**config.mk**
```make
export PLATFORM = sky130hd
export DESIGN_NAME = mtp_queue
export DESIGN_NICKNAME = d
export VERILOG_FILES = /design/src/design/mtp_pkg.sv /design/src/design/mtp_queue.sv
export SDC_FILE = /design/constraint.sdc
export NUM_CORES = 1
export LEC_CHECK = 0
export BUFFER_PORTS_ARGS = -buffer_cell sky130_fd_sc_hd__buf_2
export CORE_MARGIN = 2
export CORE_UTILIZATION = 56
export DETAILED_ROUTE_END_ITERATION = 8
export PLACE_DENSITY = 0.94
export SLEW_MARGIN = 30
export SYNTH_ARGS = -nofsm -noshare
export SYNTH_HDL_FRONTEND = slang
export SYNTH_SLANG_ARGS = --single-unit
```
**constraint.sdc**
```tcl
create_clock -name clk -period 9.9 [get_ports clk]
set_input_delay 1.98 -clock clk [delete_from_list [all_inputs] [get_ports clk]]
set_output_delay 1.98 -clock clk [all_outputs]
set_load 0.005 [all_outputs]
```
**src/design/mtp_pkg.sv**
```systemverilog
package mtp_pkg;

	localparam int CordicSteps = 16;
	localparam int DistTol = 41;
	localparam int AngleTol = 41;
	localparam logic signed [27:0] PiQ24 = 28'sd52707179;
	localparam logic signed [19:0] PiQ12 = 20'sd12868;
	localparam logic signed [19:0] TwoPiQ12 = 20'sd25736;

	localparam logic [2:0] REG_GOAL_X = 3'd0;
	localparam logic [2:0] REG_GOAL_Y = 3'd1;
	localparam logic [2:0] REG_GOAL_HEADING = 3'd2;
	localparam logic [2:0] REG_GAIN_RHO = 3'd3;
	localparam logic [2:0] REG_GAIN_ALPHA = 3'd4;
	localparam logic [2:0] REG_GAIN_BETA = 3'd5;
	localparam logic [2:0] REG_MAX_LIN = 3'd6;
	localparam logic [2:0] REG_MAX_ANG = 3'd7;

	typedef struct packed {
		logic signed [16:0] dx;
		logic signed [16:0] dy;
		logic signed [15:0] ph;
		logic               reached;
	} mtp_job_t;

	typedef struct packed {
		logic signed [15:0] linear_speed;
		logic signed [15:0] angular_speed;
		logic               goal_reached;
	} mtp_res_t;

	function automatic logic [27:0] atan_entry(input logic [4:0] i);
		case (i)
			5'd0: atan_entry = 28'd13176795;
			5'd1: atan_entry = 28'd7778716;
			5'd2: atan_entry = 28'd4110060;
			5'd3: atan_entry = 28'd2086331;
			5'd4: atan_entry = 28'd1047214;
			5'd5: atan_entry = 28'd524117;
			5'd6: atan_entry = 28'd262123;
			5'd7: atan_entry = 28'd131069;
			default: atan_entry = 28'd65536 >> (i - 5'd8);
		endcase
	endfunction

	// truncating remainder by 2*pi, magnitude below eight turns
	function automatic logic signed [19:0] rem_two_pi(input logic signed [19:0] v);
		logic [19:0] mag;
		mag = v[19] ? 20'(-v) : v;
		if (mag >= 20'(4 * TwoPiQ12)) mag = mag - 20'(4 * TwoPiQ12);
		if (mag >= 20'(2 * TwoPiQ12)) mag = mag - 20'(2 * TwoPiQ12);
		if (mag >= 20'(TwoPiQ12)) mag = mag - 20'(TwoPiQ12);
		rem_two_pi = v[19] ? -$signed(mag) : $signed(mag);
	endfunction

endpackage

```
**src/design/mtp_queue.sv**
```systemverilog
module mtp_queue import mtp_pkg::*; (
	input  logic     clk,
	input  logic     arst_n,
	input  logic     in_valid,
	output logic     in_ready,
	input  mtp_job_t in_job,
	input  logic [17:0] in_rho,
	output logic     out_valid,
	input  logic     out_ready,
	output mtp_job_t out_job,
	output logic [17:0] out_rho
);

	mtp_job_t    job_q [2];
	logic [17:0] rho_q [2];
	logic        wp_q, rp_q;
	logic [1:0]  cnt_q;
	logic        wr, rd;

	assign in_ready = (cnt_q != 2'd2);
	assign out_valid = (cnt_q != 2'd0);
	assign wr = in_valid && in_ready;
	assign rd = out_valid && out_ready;
	assign out_job = job_q[rp_q];
	assign out_rho = rho_q[rp_q];

	always_ff @(posedge clk or negedge arst_n) begin
		if (!arst_n) begin
			wp_q <= 1'b0;
			rp_q <= 1'b0;
			cnt_q <= '0;
		end else begin
			if (wr) wp_q <= ~wp_q;
			if (rd) rp_q <= ~rp_q;
			cnt_q <= cnt_q + 2'(wr) - 2'(rd);
		end
	end

	always_ff @(posedge clk) begin
		if (wr) begin
			job_q[wp_q] <= in_job;
			rho_q[wp_q] <= in_rho;
		end
	end

endmodule

```
==> metrics.csv <==
metric,value,unit
status,"finished, final reports clean",
setup_violations,0,
rsz0062_at_grt,false,
cts_tree,yes,
layout-area-overhead-vs-synth,25.2,%
grt_max_degree,70,
ff2ff_path_depth,4,
grt-ovfl-total,0,
final_cells,535,
cts-root-buf,clkbuf_8,
ys_ff_latch,142,
clk_latency,0.51,ns
fp.dieW,103,um
power_leakage,0.00281,uW
setup.worst_path.class,flip-flop to output pin,
ff_latch_area,4250,sq um
nFillCells,607,
critPathCaptureType,output pin,
first_pass_iters,4,
row_count,36,
final_nets,464,
dieArea,10700,sq um
synthesis.instances,232,
setup-tns-final,0,ns
postCtsSetupRepairBufs,0,
r2r_setup_slack,7.93,ns
worstPathRequired,7.92,ns
synth_area,5530,sq um
timing.fmax,222,MHz
antenna_found_initial,0,
initial_utilization,57.1,%
slew_headroom,38.6,%
final_core_util,71.5,%
power,2110,uW
worst_pin_slew,0.921,ns
final_common_cell,buf_2,
multi_input_area,1140,sq um
endpoint,out_job[6],
cp_max_fo,42,
setup.worst_path.start_class,flip-flop,
drcViolationCount,0,
routedWlPerCell,16.7,um
hold_path_class,flip-flop to flip-flop,
numCtsBuffers,17,
finalHoldViolCount,0,
dp.cells,502,
die_y,103,um
grt_pass1_vias,2588,
synth_nets,307,
clock-sinks,142,
max_cap_viol_count,0,
gp_congestion,0.665,
cts.path.max_buffers,2,
postRouteWirelength,8940,um
ctsHoldBuffers,0,
worst_r2r_endpoint,rho_q[0][7],
worstSetupStartpoint,rp_q,
pin_count,144,
rr_startpoint,cnt_q[1],
crit_arrival,2.52,ns
period_share,45.5,%
finClkSkew,0.00810,ns
portBuffers,143,
fin_crit,4.50,ns
design_area,6920,sq um
via_per_inst,4.94,
ir_drop,0.000414,V
final_cell_mix,"buf_2, edfxtp_1, mux2_4",
power.density,305,nW/um^2
drive_gt1_share,61.9,%
hpwl,5650,um
slew_viol_final,0,
route.vias.total,2641,
grt_pass1_wl,12900,um
antenna_cells,0,
grt_use_total,17.2,%
synth.avg_cell_area,23.8,sq um
ant_nets,0,
first_iter_violations,98,
synth_cell_type_count,15,
core_area,9680,sq um
ys_warn_count,0,
ys_seq_area_share,76.7,%
dpl-instance-area,6290,sq um
htree_num_levels,4,
clkTransAtPathRegs,0.06,ns
ctsResizeCount,0,
-- synthesized netlist by cell type --
cell / n / share of area (%)
buf_6: 1 / 0.20
buf_12: 7 / 2.5
ha_1: 2 / 0.45
xor2_1: 1 / 0.16
edfxtp_1: 138 / 75
inv_1: 1 / 0.068
dfrtp_1: 4 / 1.8
and3_1: 1 / 0.11
or2_1: 1 / 0.11
nand2b_1: 1 / 0.11
xnor2_1: 3 / 0.48
mux2_4: 69 / 19
nand2_1: 1 / 0.068
nor2_1: 1 / 0.068
and2_4: 1 / 0.16
-- cell type report --
type                       instances  area share (%)
inverter                           1          0.0542
multi-input combinational         81            16.5
sequential                       142            61.3
tap                              133            2.40
clock inverter                    13            2.75
timing repair buffer             146            10.8
clock buffer                      19            6.09
-- critical path: stages (launching register included) --
cell and delay [ns]:
dfrtp_4 0.77, buf_4 0.69, mux2_4 0.36, buf_2 0.13
-- cell families (layout without fill, tap and decap cells) --
group	Yosys count	count (layout)	share of synthesized area [%]
flip-flops	142	142	76.7
AND/OR/NAND/NOR	6	6	0.634
multiplexers	69	69	18.7
XOR/XNOR	4	4	0.634
buffers and inverters	9	179	2.81
adder cells (fa/ha/maj)	2	2	0.452
-- how the worst min path moves through the flow --
stage          endpoint  depth (start not counted)      from
6_report       cnt_q[0]                          1  cnt_q[0]
5_1_grt        cnt_q[0]                          1  cnt_q[0]
4_1_cts        cnt_q[0]                          1  cnt_q[0]
3_5_place_dp   cnt_q[0]                          1  cnt_q[0]
3_3_place_gp   cnt_q[0]                          1  cnt_q[0]
2_1_floorplan      wp_q                          1      wp_q
-- where the power goes --
group	switching (uW)	leakage [uW]	internal, uW
clock network	232	0.000285	410
logic	242	0.00120	332
registers	68.7	0.00133	825
total	542	0.00281	1570
-- metrics by stage --
stage	setup WS (ns)	hold slack (ns)
after detailed placement	5.91	0.538
after floorplan	4.45	0.461
after global placement	5.91	0.495
after global routing	5.27	0.575
final	5.40	0.557
after CTS	5.35	0.554
-- metal layers --
layer  track usage [%]  part of all wire [%]  vias up
met5                 0                     0        -
met4              6.68                   1.0        0
met3              7.19                   6.6       11
met2              27.6                    51      107
met1              20.9                    41     1290
li1                  -                     -     1233
-- sequential cells by signal (all words and copies together), names as in the netlist --
register / cells
rho_q: 36
wp_q: 1
job_q: 102
cnt_q: 2
rp_q: 1
Note: power is estimated with default switching activity, not from simulation.
