$ cat config.mk
export PLATFORM = sky130hd
export DESIGN_NAME = mtp_outq
export DESIGN_NICKNAME = d
export VERILOG_FILES = /design/src/design/mtp_pkg.sv /design/src/design/mtp_outq.sv
export SDC_FILE = /design/constraint.sdc
export NUM_CORES = 1
export LEC_CHECK = 0
export ABC_AREA = 1
export BUFFER_PORTS_ARGS = -buffer_cell sky130_fd_sc_hd__buf_2
export CAP_MARGIN = 0
export CELL_PAD_IN_SITES_DETAIL_PLACEMENT = 1
export CELL_PAD_IN_SITES_GLOBAL_PLACEMENT = 1
export CORE_ASPECT_RATIO = 0.9
export CORE_MARGIN = 3
export CORE_UTILIZATION = 35
export DETAILED_ROUTE_END_ITERATION = 10
export PLACE_DENSITY_LB_ADDON = 0.1
export SKIP_LAST_GASP = 1
export SYNTH_ARGS = -nofsm -noshare
export SYNTH_HDL_FRONTEND = slang
export SYNTH_SLANG_ARGS = --single-unit
$ cat constraint.sdc
create_clock -name clk -period 2.8 [get_ports clk]
set_input_delay 0.14 -clock clk [delete_from_list [all_inputs] [get_ports clk]]
set_output_delay 0.14 -clock clk [all_outputs]
set_load 0.01 [all_outputs]
$ cat src/design/mtp_pkg.sv
package mtp_pkg;

	localparam int CordicSteps = 16;
	localparam int DistTol = 41;
	localparam int AngleTol = 41;
	localparam logic signed [27:0] PiQ24 = 28'sd52707179;
	localparam logic signed [19:0] PiQ12 = 20'sd12868;
	localparam logic signed [19:0] TwoPiQ12 = 20'sd25736;

	localparam logic [2:0] REG_GOAL_X = 3'd0;
	localparam logic [2:0] REG_GOAL_Y = 3'd1;
	localparam logic [2:0] REG_GOAL_HEADING = 3'd2;
	localparam logic [2:0] REG_GAIN_RHO = 3'd3;
	localparam logic [2:0] REG_GAIN_ALPHA = 3'd4;
	localparam logic [2:0] REG_GAIN_BETA = 3'd5;
	localparam logic [2:0] REG_MAX_LIN = 3'd6;
	localparam logic [2:0] REG_MAX_ANG = 3'd7;

	typedef struct packed {
		logic signed [16:0] dx;
		logic signed [16:0] dy;
		logic signed [15:0] ph;
		logic               reached;
	} mtp_job_t;

	typedef struct packed {
		logic signed [15:0] linear_speed;
		logic signed [15:0] angular_speed;
		logic               goal_reached;
	} mtp_res_t;

	function automatic logic [27:0] atan_entry(input logic [4:0] i);
		case (i)
			5'd0: atan_entry = 28'd13176795;
			5'd1: atan_entry = 28'd7778716;
			5'd2: atan_entry = 28'd4110060;
			5'd3: atan_entry = 28'd2086331;
			5'd4: atan_entry = 28'd1047214;
			5'd5: atan_entry = 28'd524117;
			5'd6: atan_entry = 28'd262123;
			5'd7: atan_entry = 28'd131069;
			default: atan_entry = 28'd65536 >> (i - 5'd8);
		endcase
	endfunction

	// truncating remainder by 2*pi, magnitude below eight turns
	function automatic logic signed [19:0] rem_two_pi(input logic signed [19:0] v);
		logic [19:0] mag;
		mag = v[19] ? 20'(-v) : v;
		if (mag >= 20'(4 * TwoPiQ12)) mag = mag - 20'(4 * TwoPiQ12);
		if (mag >= 20'(2 * TwoPiQ12)) mag = mag - 20'(2 * TwoPiQ12);
		if (mag >= 20'(TwoPiQ12)) mag = mag - 20'(TwoPiQ12);
		rem_two_pi = v[19] ? -$signed(mag) : $signed(mag);
	endfunction

endpackage

$ cat src/design/mtp_outq.sv
module mtp_outq import mtp_pkg::*; (
	input  logic     clk,
	input  logic     arst_n,
	input  logic     in_valid,
	output logic     in_ready,
	input  mtp_res_t in_res,
	output logic     empty,
	input  logic     pop,
	output mtp_res_t out_res
);

	mtp_res_t   mem_q [2];
	logic       wp_q, rp_q;
	logic [1:0] cnt_q;
	logic       wr, rd;

	assign in_ready = (cnt_q != 2'd2);
	assign empty = (cnt_q == 2'd0);
	assign wr = in_valid && in_ready;
	assign rd = pop && !empty;
	assign out_res = mem_q[rp_q];

	always_ff @(posedge clk or negedge arst_n) begin
		if (!arst_n) begin
			wp_q <= 1'b0;
			rp_q <= 1'b0;
			cnt_q <= '0;
		end else begin
			if (wr) wp_q <= ~wp_q;
			if (rd) rp_q <= ~rp_q;
			cnt_q <= cnt_q + 2'(wr) - 2'(rd);
		end
	end

	always_ff @(posedge clk) begin
		if (wr) mem_q[wp_q] <= in_res;
	end

endmodule

==> summary.md <==
| Metric | Value |
|---|---|
| Outcome | complete, no violations |
| Final Hold Slack | 0.07433 ns |
| Most frequent cells in the layout | 102 x nand2_1, 71 x buf_2, 66 x edfxtp_1 |
| TritonCTS buffer count | 9 |
| Max Fclk | 540.2 MHz |
| Initial core utilization | 37.09% |
| # DRC | 0 |
| Finish-stage setup viols | 0 |
| Dominant cell type by area after synthesis | edfxtp_1 |
| Hold Fails Final Rpt | 0 |
| Reg2reg setup slack | 1.07 ns |
| Tcrit/Tclk final | 66.12% |
| Crit-path max cell delay | 0.69 ns |
| Post-synth cell types | 12 |
| Flops & latches, synth | 70 |
| Reg2reg start | cnt_q[1]$_DFF_PN0_ |
| CP dominant cell by count | nand2_1 |
| CP Depth | 4 |
| Die ar. | 0.008779 mm^2 |
| Clk slew on worst S/H paths | 0.06 ns |
| Nets | 356 |
| DRT iter0 DRCs | 78 |
| Post-Syn Area per Cell | 13.13 um^2 |
| Synthesis warning total | 0 |
| Largest net degree at the start of global routing | 35 |
| Critical path's top delay family | flip-flops |
| Max Buffers Root-to-Sink | 2 |
| TritonCTS clock tree | yes |
| First-pass GRT wire length | 9.018 mm |
| Synth top area share | 73.64% |
| Gpl congestion | 0.7284 |
| HP Class | input port to register |
| Antenna-violating nets left | 0 |
| Non-filler cells, final | 415 |
| Max-Cap Viols | 0 |
| CP Class | register to output pin |
| Slew @ Worst Pin | 0.5488 ns |
| Startpoint types | register |
| Post-CTS Setup Bufs | 0 |
| Area grow syn2layout | 36.40% |
| Number of buffers added on ports | 71 |
| Sequential Area | 0.002082 mm^2 |
| Final Cell Area | 0.003671 mm^2 |
| Hold-fix buffers, CTS | 32 |
| Syn Nets | 244 |
| Ratio of cells with drive above 1 in the final layout | 31.06% |
| Remaining global-route overflow | 0 |
| Worst EP required | 2.66 ns |
| Element type at the critical path end | output pin |
| CP Capture Point | out_res[1] |
| Post-cts gate resize count | 0 |
| Post-placement setup slack | 1.039 ns |
| Worst rel slew slack | 63.42% |
| Wire length per cell | 13.48 um |
| Detailed Route WL | 5.596 mm |
| Row cnt | 29 |
| Area taken by multi-input logic gates | 496.7 um^2 |
| Fin worst setup slack | 0.9487 ns |
| DP Area | 0.003118 mm^2 |
| Die W | 98.44 um |
| LEAKAGE | 0.001618 uW |
| Minimum clock period | 1.851 ns |
| RR Endpoint | mem_q[1][27]$_DFFE_PP_ |
| Antenna violations before repair | 0 |
| Setup TNS | 0 ns |
| Worst Path Max Fanout | 24 |
| Synth area leaders | edfxtp_1 74%, nand2_1 14%, dfrtp_1 3.7%, nand2_2 2.3%, buf_6 1.7% |
| Cell Area, Synth | 0.002691 mm^2 |
| Placed cell count | 365 |
| CP max-delay cell | dfrtp_1 |
| Max Slew Vio Count | 0 |
| H-tree lvl count | 3 |
| Power density over cell area | 960.6 mW/mm^2 |
| RSZ-0062 raised after global routing | false |
| Area of the core | 0.007257 mm^2 |
| Clock Skew | 0.004393 ns |
| CP bufs+invs | 2 |
| DR pass1 iterations | 4 |
| Sequential fraction of the synthesis area | 77.36% |
| Mapped Cells | 205 |
| Detailed placer's ending HPWL | 3.608 mm |
| Most common cell after layout, fill and taps aside | nand2_1 |
| GR Util All Layers | 13.53% |
| Die H | 89.19 um |
| Vias | 1,807 |
| Setup crit start | rp_q$_DFFE_PN0P_ |
| Worst Reg-to-Reg Cells | 4 |
| Clock Tree Root | clkbuf_8 |
| # clock sinks | 70 |
| Drt via density | 4.354 |
| Peak VDD IR | 628.0 uV |
| Clk_lat worst skew | 0.33 ns |
| Ant. Diodes | 0 |
| CP arrival | 1.71 ns |
| CP cell instances | buf_4 > nand2_1 > nand2_1 > buf_2 |
| Vias in the first global route | 1,909 |
| I/O Pins | 72 |
| Filler cells | 778 |
worst min-delay path by stage:
stage / slack (ns) / end / start / cells past startpoint
after floorplan: -0.16 / cnt_q[0]$_DFF_PN0_ / arst_n / 0
after global placement: -0.04 / wp_q$_DFFE_PN0N_ / arst_n / 1
after detailed placement: -0.04 / cnt_q[0]$_DFF_PN0_ / arst_n / 1
after CTS: 0.001 / mem_q[1][1]$_DFFE_PP_ / in_res[1] / 1
after global routing: 0.06 / rp_q$_DFFE_PN0P_ / pop / 3
final: 0.07 / rp_q$_DFFE_PN0P_ / pop / 3
tightest hold or removal path, delay by kind of cell:
| kind | cells | cell delay [ns] |
|---|---|---|
| AND/OR/NAND/NOR | 2 | 0.13 |
| buffers and inverters | 1 | 0.10 |
routing by layer:
metal	track usage [%]	routed length (um)	share of wire (%)	up-vias
met5	0	0	0	-
met4	4.094	57	1.0	0
met3	4.992	324	5.8	7
met2	24.13	2775	50	49
met1	15.42	2439	44	852
li1	-	-	-	899
state kept, by name (all words and copies together) (netlist names):
signal	count
cnt_q	2
rp_q	1
mem_q	66
wp_q	1
per-stage QoR:
step,total power [uW],utilization [%]
detailed placement,2706,42.97
global placement,2683,42.97
finish,3526,50.59
CTS,3597,50.31
global route,3791,50.59
floorplan,2294,-
synth_stat cells (all sizes together):
cell type / n
buf: 7
dfrtp: 4
edfxtp: 66
ha: 2
inv: 10
nand2: 112
nand3: 3
nor2: 1
kinds of logic after synthesis:
group / synth area share [%]
and+or+nand+nor: 17.25
DFF: 77.36
buffers and inverters: 4.462
adders and majority gates: 0.9297
layout make-up:
cell class | count | share of cell area, %
Clock buffer | 9 | 3.374
Clock inverter | 7 | 2.420
Inverter | 10 | 1.227
Multi-Input combinational cell | 118 | 13.53
Sequential cell | 70 | 56.71
Tap cell | 93 | 3.170
Timing Repair Buffer | 108 | 19.56
power breakdown:
| part | total [uW] | leakage (uW) | switching [uW] | internal, uW |
|---|---|---|---|---|
| sequential | 1520 | 0.000662 | 94.0 | 1430 |
| combinational | 1150 | 0.000852 | 748 | 406 |
| clock | 847 | 0.000104 | 353 | 495 |
Power figures use the tool's default switching activity.
