$ cat src/design/mtp_pkg.sv
package mtp_pkg;

	localparam int CordicSteps = 16;
	localparam int DistTol = 41;
	localparam int AngleTol = 41;
	localparam logic signed [27:0] PiQ24 = 28'sd52707179;
	localparam logic signed [19:0] PiQ12 = 20'sd12868;
	localparam logic signed [19:0] TwoPiQ12 = 20'sd25736;

	localparam logic [2:0] REG_GOAL_X = 3'd0;
	localparam logic [2:0] REG_GOAL_Y = 3'd1;
	localparam logic [2:0] REG_GOAL_HEADING = 3'd2;
	localparam logic [2:0] REG_GAIN_RHO = 3'd3;
	localparam logic [2:0] REG_GAIN_ALPHA = 3'd4;
	localparam logic [2:0] REG_GAIN_BETA = 3'd5;
	localparam logic [2:0] REG_MAX_LIN = 3'd6;
	localparam logic [2:0] REG_MAX_ANG = 3'd7;

	typedef struct packed {
		logic signed [16:0] dx;
		logic signed [16:0] dy;
		logic signed [15:0] ph;
		logic               reached;
	} mtp_job_t;

	typedef struct packed {
		logic signed [15:0] linear_speed;
		logic signed [15:0] angular_speed;
		logic               goal_reached;
	} mtp_res_t;

	function automatic logic [27:0] atan_entry(input logic [4:0] i);
		case (i)
			5'd0: atan_entry = 28'd13176795;
			5'd1: atan_entry = 28'd7778716;
			5'd2: atan_entry = 28'd4110060;
			5'd3: atan_entry = 28'd2086331;
			5'd4: atan_entry = 28'd1047214;
			5'd5: atan_entry = 28'd524117;
			5'd6: atan_entry = 28'd262123;
			5'd7: atan_entry = 28'd131069;
			default: atan_entry = 28'd65536 >> (i - 5'd8);
		endcase
	endfunction

	// truncating remainder by 2*pi, magnitude below eight turns
	function automatic logic signed [19:0] rem_two_pi(input logic signed [19:0] v);
		logic [19:0] mag;
		mag = v[19] ? 20'(-v) : v;
		if (mag >= 20'(4 * TwoPiQ12)) mag = mag - 20'(4 * TwoPiQ12);
		if (mag >= 20'(2 * TwoPiQ12)) mag = mag - 20'(2 * TwoPiQ12);
		if (mag >= 20'(TwoPiQ12)) mag = mag - 20'(TwoPiQ12);
		rem_two_pi = v[19] ? -$signed(mag) : $signed(mag);
	endfunction

endpackage

$ cat src/design/mtp_back.sv
module mtp_back import mtp_pkg::*; (
	input  logic               clk,
	input  logic               arst_n,
	input  logic               job_valid,
	output logic               job_ready,
	input  mtp_job_t           job,
	input  logic [17:0]        rho,
	input  logic signed [15:0] goal_heading,
	input  logic [15:0]        gain_rho,
	input  logic [15:0]        gain_alpha,
	input  logic [15:0]        gain_beta,
	input  logic [14:0]        lin_limit,
	input  logic [14:0]        ang_limit,
	output logic               res_valid,
	input  logic               res_ready,
	output mtp_res_t           res
);

	typedef enum logic [6:0] {
		B_IDLE = 7'b0000001,
		B_CORD = 7'b0000010,
		B_ANG  = 7'b0000100,
		B_MUL  = 7'b0001000,
		B_SUM  = 7'b0010000,
		B_SAT  = 7'b0100000,
		B_OUT  = 7'b1000000
	} bst_t;

	bst_t               bst_q;
	mtp_job_t           job_q;
	logic [17:0]        rho_q;
	logic signed [27:0] x_q, y_q, z_q;
	logic [4:0]         i_q;
	logic signed [19:0] alpha_q, beta_q;
	logic signed [35:0] pv_q, pa_q, pb_q;
	logic signed [37:0] v_q, w_q;
	mtp_res_t           res_q;
	logic               done_q;

	logic signed [27:0] xs, ys, ta;
	logic signed [27:0] zr;
	logic signed [19:0] ang, a0, a1, b0, b1;
	logic signed [37:0] vs, ws;
	logic signed [37:0] lin_lim, ang_lim;

	assign job_ready = (bst_q == B_IDLE);
	assign res_valid = (bst_q == B_OUT);
	assign res = res_q;
	assign xs = x_q >>> i_q;
	assign ys = y_q >>> i_q;
	assign ta = 28'(atan_entry(i_q));
	assign zr = (z_q + 28'sd2048) >>> 12;
	assign ang = (job_q.dx == 0 && job_q.dy == 0) ? 20'sd0 : 20'(zr);
	assign a0 = ang - 20'(job_q.ph) + PiQ12 + (job_q.dx[16] ? PiQ12 : 20'sd0);
	assign a1 = rem_two_pi(a0) - PiQ12;
	assign b0 = 20'(goal_heading) - 20'(job_q.ph) - alpha_q + PiQ12;
	assign b1 = rem_two_pi(b0) - PiQ12;
	assign vs = (v_q + 38'sd2048) >>> 12;
	assign ws = (w_q + 38'sd2048) >>> 12;
	assign lin_lim = 38'($signed({1'b0, lin_limit}));
	assign ang_lim = 38'($signed({1'b0, ang_limit}));

	always_ff @(posedge clk or negedge arst_n) begin
		if (!arst_n) begin
			bst_q <= B_IDLE;
			i_q <= '0;
			done_q <= 1'b0;
		end else begin
			case (bst_q)
				B_IDLE: if (job_valid) begin
					bst_q <= job.reached ? B_OUT : B_CORD;
					i_q <= '0;
					done_q <= 1'b0;
				end
				B_CORD: begin
					if (y_q == 0 || i_q == 5'(CordicSteps - 1)) bst_q <= B_ANG;
					i_q <= i_q + 5'd1;
				end
				B_ANG: begin
					if (!done_q) done_q <= 1'b1;
					else bst_q <= B_MUL;
				end
				B_MUL: bst_q <= B_SUM;
				B_SUM: bst_q <= B_SAT;
				B_SAT: bst_q <= B_OUT;
				B_OUT: if (res_ready) bst_q <= B_IDLE;
				default: bst_q <= B_IDLE;
			endcase
		end
	end

	always_ff @(posedge clk) begin
		case (bst_q)
			B_IDLE: if (job_valid) begin
				job_q <= job;
				rho_q <= rho;
				res_q <= '{linear_speed: '0, angular_speed: '0, goal_reached: 1'b1};
				if (job.dx[16]) begin
					x_q <= -(28'(job.dx) <<< 8);
					y_q <= -(28'(job.dy) <<< 8);
					z_q <= job.dy[16] ? -PiQ24 : PiQ24;
				end else begin
					x_q <= 28'(job.dx) <<< 8;
					y_q <= 28'(job.dy) <<< 8;
					z_q <= '0;
				end
			end
			B_CORD: begin
				if (y_q > 0) begin
					x_q <= x_q + ys;
					y_q <= y_q - xs;
					z_q <= z_q + ta;
				end else if (y_q < 0) begin
					x_q <= x_q - ys;
					y_q <= y_q + xs;
					z_q <= z_q - ta;
				end
			end
			B_ANG: begin
				if (!done_q) alpha_q <= a1;
				else beta_q <= b1;
			end
			B_MUL: begin
				pv_q <= 36'(gain_rho) * 36'(rho_q);
				pa_q <= 36'($signed({1'b0, gain_alpha})) * 36'(alpha_q);
				pb_q <= 36'($signed({1'b0, gain_beta})) * 36'(beta_q);
			end
			B_SUM: begin
				v_q <= 38'(pv_q);
				w_q <= 38'(pa_q) - 38'(pb_q);
			end
			B_SAT: begin
				res_q.goal_reached <= 1'b0;
				if (vs > lin_lim)
					res_q.linear_speed <= job_q.dx[16] ? -16'(lin_limit)
						: 16'(lin_limit);
				else
					res_q.linear_speed <= job_q.dx[16] ? -16'(vs) : 16'(vs);
				if (ws > ang_lim)
					res_q.angular_speed <= 16'(ang_limit);
				else if (ws < -ang_lim)
					res_q.angular_speed <= -16'(ang_limit);
				else
					res_q.angular_speed <= 16'(ws);
			end
			default: ;
		endcase
	end

endmodule

$ cat config.mk
export PLATFORM = sky130hd
export DESIGN_NAME = mtp_back
export DESIGN_NICKNAME = d
export VERILOG_FILES = /design/src/design/mtp_pkg.sv /design/src/design/mtp_back.sv
export SDC_FILE = /design/constraint.sdc
export NUM_CORES = 2
export LEC_CHECK = 0
export BUFFER_PORTS_ARGS = -buffer_cell sky130_fd_sc_hd__buf_4
export CORE_UTILIZATION = 60
export DETAILED_ROUTE_END_ITERATION = 6
export PLACE_DENSITY = 0.83
export SYNTH_ARGS = -nofsm -noshare
export SYNTH_HDL_FRONTEND = slang
export SYNTH_SLANG_ARGS = --single-unit
$ cat constraint.sdc
create_clock -name clk -period 20.2 [get_ports clk]
set_clock_uncertainty 0.15 [all_clocks]
set_input_delay 0 -clock clk [delete_from_list [all_inputs] [get_ports clk]]
set_output_delay 0 -clock clk [all_outputs]
set_load 0.02 [all_outputs]
==> run summary <==
Core area -> 0.115 sq mm
Post-synth top cells -> inv_1, nand2_1, fa_1, ha_1, nor2_1
Top FF cell, synth -> edfxtp_1
Number of flops mapped to enable cells by yosys -> 369
RD Place Congestion -> 0.973
Detail Placement HPWL -> 145000 um
Core Rows -> 124
Final Hold Violating Endpoints -> 0
Fmax -> 0.0794 GHz
Die X -> 343 um
Failing checks -> design-rule violations
Crit Path Class -> reg2reg
Register area share after synthesis -> 16.3%
Syn Nets -> 9610
Crit path DAT -> 12.82 ns
Cell variety after synth -> 135
Fill cells -> 8938
Adder-cell share of the synthesized area -> 35.6%
Initial DRC count -> 4778
Synth warn -> 0
Drc violations -> 6
Clk_lat worst skew -> 0.67 ns
Htree depth -> 2
Routed WL -> 187000 um
Avg WL per Cell -> 19.3 um
Worst setup EP type -> register
Starting density of the core -> 60.8%
Resized Gates After CTS -> 0
Hold-fix buffers at CTS -> 194
CTS Buf Count -> 48
Area Overhead vs Synth -> 8.72%
DP Cell Count -> 9412
Die height -> 343 um
Setup TNS -> 0 ns
Seq cells post-synth -> 382
Nets@finish -> 9769
Met3 WL -> 13800 um
Die ar. -> 0.118 sq mm
Pre-Repair DR Iteration Count -> 7
Rel. slew slack -> 19.3%
Cells on Worst Hold Path -> 2
Worst setup SP type -> register
Slew @ Worst Pin -> 1.21 ns
Cell repeated most along the worst path -> xnor2_1
Final ANT Viol Nets -> 0
Reg2reg start -> job_q[19]
Setup slack, reg-to-reg -> 7.60 ns
Final std cells w/o fill -> 9690
Crit path max-delay cell type -> a311oi_4
Io pins -> 202
Vias per inst -> 6.06
DR top layer -> met5
Post-Synth XOR/XNOR Area -> 6.60%
Unrepaired setup endpoints after global routing -> no
Crit path time final -> 12.60 ns
CTS root buf -> clkbuf_16
Wire length of the first global-routing pass -> 304000 um
WL met2 -> 92800 um
Compound-Gate Fraction of Synth Area -> 13.0%
Clock sink count -> 382
Status -> finished with violations
Largest family of logic cells by synthesized area -> adder cells
Top post-synthesis cells by area -> fa_1, edfxtp_1, ha_1
Post CTS Setup Buffer Count -> 0
Hold Crit Start -> job[33]
Share of layout cells above drive strength 1 -> 6.02%
CP max stage delay -> 1.00 ns
Max-cap violations -> 0
Fin. max-slew vios -> 0
Clk slew on worst S/H paths -> 0.07 ns
CTS tree -> yes
Top-count cell post-synth -> inv_1
Crit-path max FO -> 27
Ys async rst share -> 3.40%
Via count of the routed design -> 58700
HP Class -> in2reg
I/O Buffers -> 201
Largest net degree at the start of global routing -> 79
Met1 wire length -> 70700 um
Buffer depth of the longest clock path -> 3
Antenna violations before repair -> 2
Syn_area_per_cell -> 8.75 sq um
Mapped cell area -> 0.0699 sq mm
Final Setup Violations -> 0
Top-area cell type share of the netlist area -> 25.3%
Total congestion overflow -> 0
Worst Hold Path EP -> job_q[33]
Synth Instances -> 7985
FF-to-FF path depth -> 38
Synth Area in Simple Gates -> 17.9%
CP required -> 20.42 ns
Vias in the first global route -> 60300
Post-synth top area cell -> fa_1
Post-synthesis mux area share -> 2.06%
Crit share post-route -> 62.4%
Worst flop-to-flop path endpoint -> alpha_q[15]
GRT Overall Usage -> 31.9%
## cell usage in the layout, fill, tap and decap left out, types with 17 or more instances in the layout
master / n
inv_1: 1224
nand2_1: 980
fa_1: 883
ha_1: 575
nor2_1: 423
and2_1: 404
xnor2_1: 374
edfxtp_1: 369
o21ai_0: 353
a21oi_1: 313
buf_4: 242
dlygate4sd3_1: 194
nand3_1: 157
nor3_1: 140
xor2_1: 138
mux2i_1: 81
o21a_1: 71
a21o_1: 67
nand2b_1: 61
and3_1: 60
or3_1: 56
a211oi_1: 54
a21boi_0: 54
nor2b_1: 53
nor4_1: 53
o31ai_1: 52
a31oi_1: 51
clkbuf_16: 49
nand4_1: 42
o211ai_1: 41
o21bai_1: 27
mux2_2: 25
o21ai_1: 24
or2_2: 22
a211o_1: 17
or4_1: 17
## registers in the layout (all words and copies together) (netlist names), 18 cells and up
| name | flops |
|---|---|
| alpha_q | 20 |
| beta_q | 20 |
| job_q | 50 |
| pa_q | 36 |
| pb_q | 36 |
| pv_q | 23 |
| res | 33 |
| rho_q | 18 |
| v_q | 23 |
| w_q | 26 |
| x_q | 28 |
| y_q | 28 |
| z_q | 28 |
## through the flow
stage          cell area [sq um]  worst slack (ns)  hold WS [ns]  utilization (%)
2_1_floorplan              69900              8.78        -0.446                -
3_3_place_gp               72400              8.20        -0.290             62.9
3_5_place_dp               72400              7.97        -0.283             62.9
4_1_cts                    76000              7.82        0.0186             66.1
5_1_grt                    76000              6.72        0.0539             66.1
6_report                   76000              7.60        0.0461             66.1
## how the worst max path moves through the flow
stage                   start     endpoint  slack, ns  depth (start not counted)
detailed placement  job_q[19]  alpha_q[15]       7.97                         38
global route        job_q[20]  alpha_q[15]       6.72                         38
CTS                 job_q[19]  alpha_q[15]       7.82                         38
floorplan            bst_q[4]      pa_q[0]       8.78                          3
global placement    job_q[20]  alpha_q[15]       8.20                         39
finish              job_q[19]  alpha_q[15]       7.60                         38
## worst max-delay path, delay by kind of cell, from the launching register on
kind | cells | cell delay, ns
flops | 1 | 0.37
compound gates | 15 | 4.84
buf+inv | 4 | 0.50
xor+xnor | 6 | 2.73
fa+ha+maj | 5 | 1.57
simple gates | 8 | 2.09
## area by class of cell
cell class | count | area, sq um | share of cell area, %
clock inverters | 27 | 413 | 0.543
multi-input cells | 6048 | 52600 | 69.2
clock buffers | 56 | 1280 | 1.69
well taps | 1512 | 1890 | 2.49
diodes | 1 | 2.50 | 0.00329
flip-flops and latches | 382 | 11400 | 15.0
repair buffers | 436 | 3760 | 4.95
inverters | 1228 | 4610 | 6.07
## kinds of logic after synthesis
| kind of cell | count (synthesis) |
|---|---|
| buf+inv | 1555 |
| fa+ha+maj | 1458 |
| mux | 122 |
| simple gates | 2577 |
| compound gates | 1372 |
| flops | 382 |
| xor+xnor | 519 |
## routing by layer
metal	track usage (%)	up-vias
met4	15.3	2
met5	0	-
met3	4.30	586
li1	-	26700
met1	38.8	28800
met2	56.0	2598
Power is left out: the tool's default activity adds up to more than one toggle a clock period on the data nets, which glitch-free logic cannot reach.
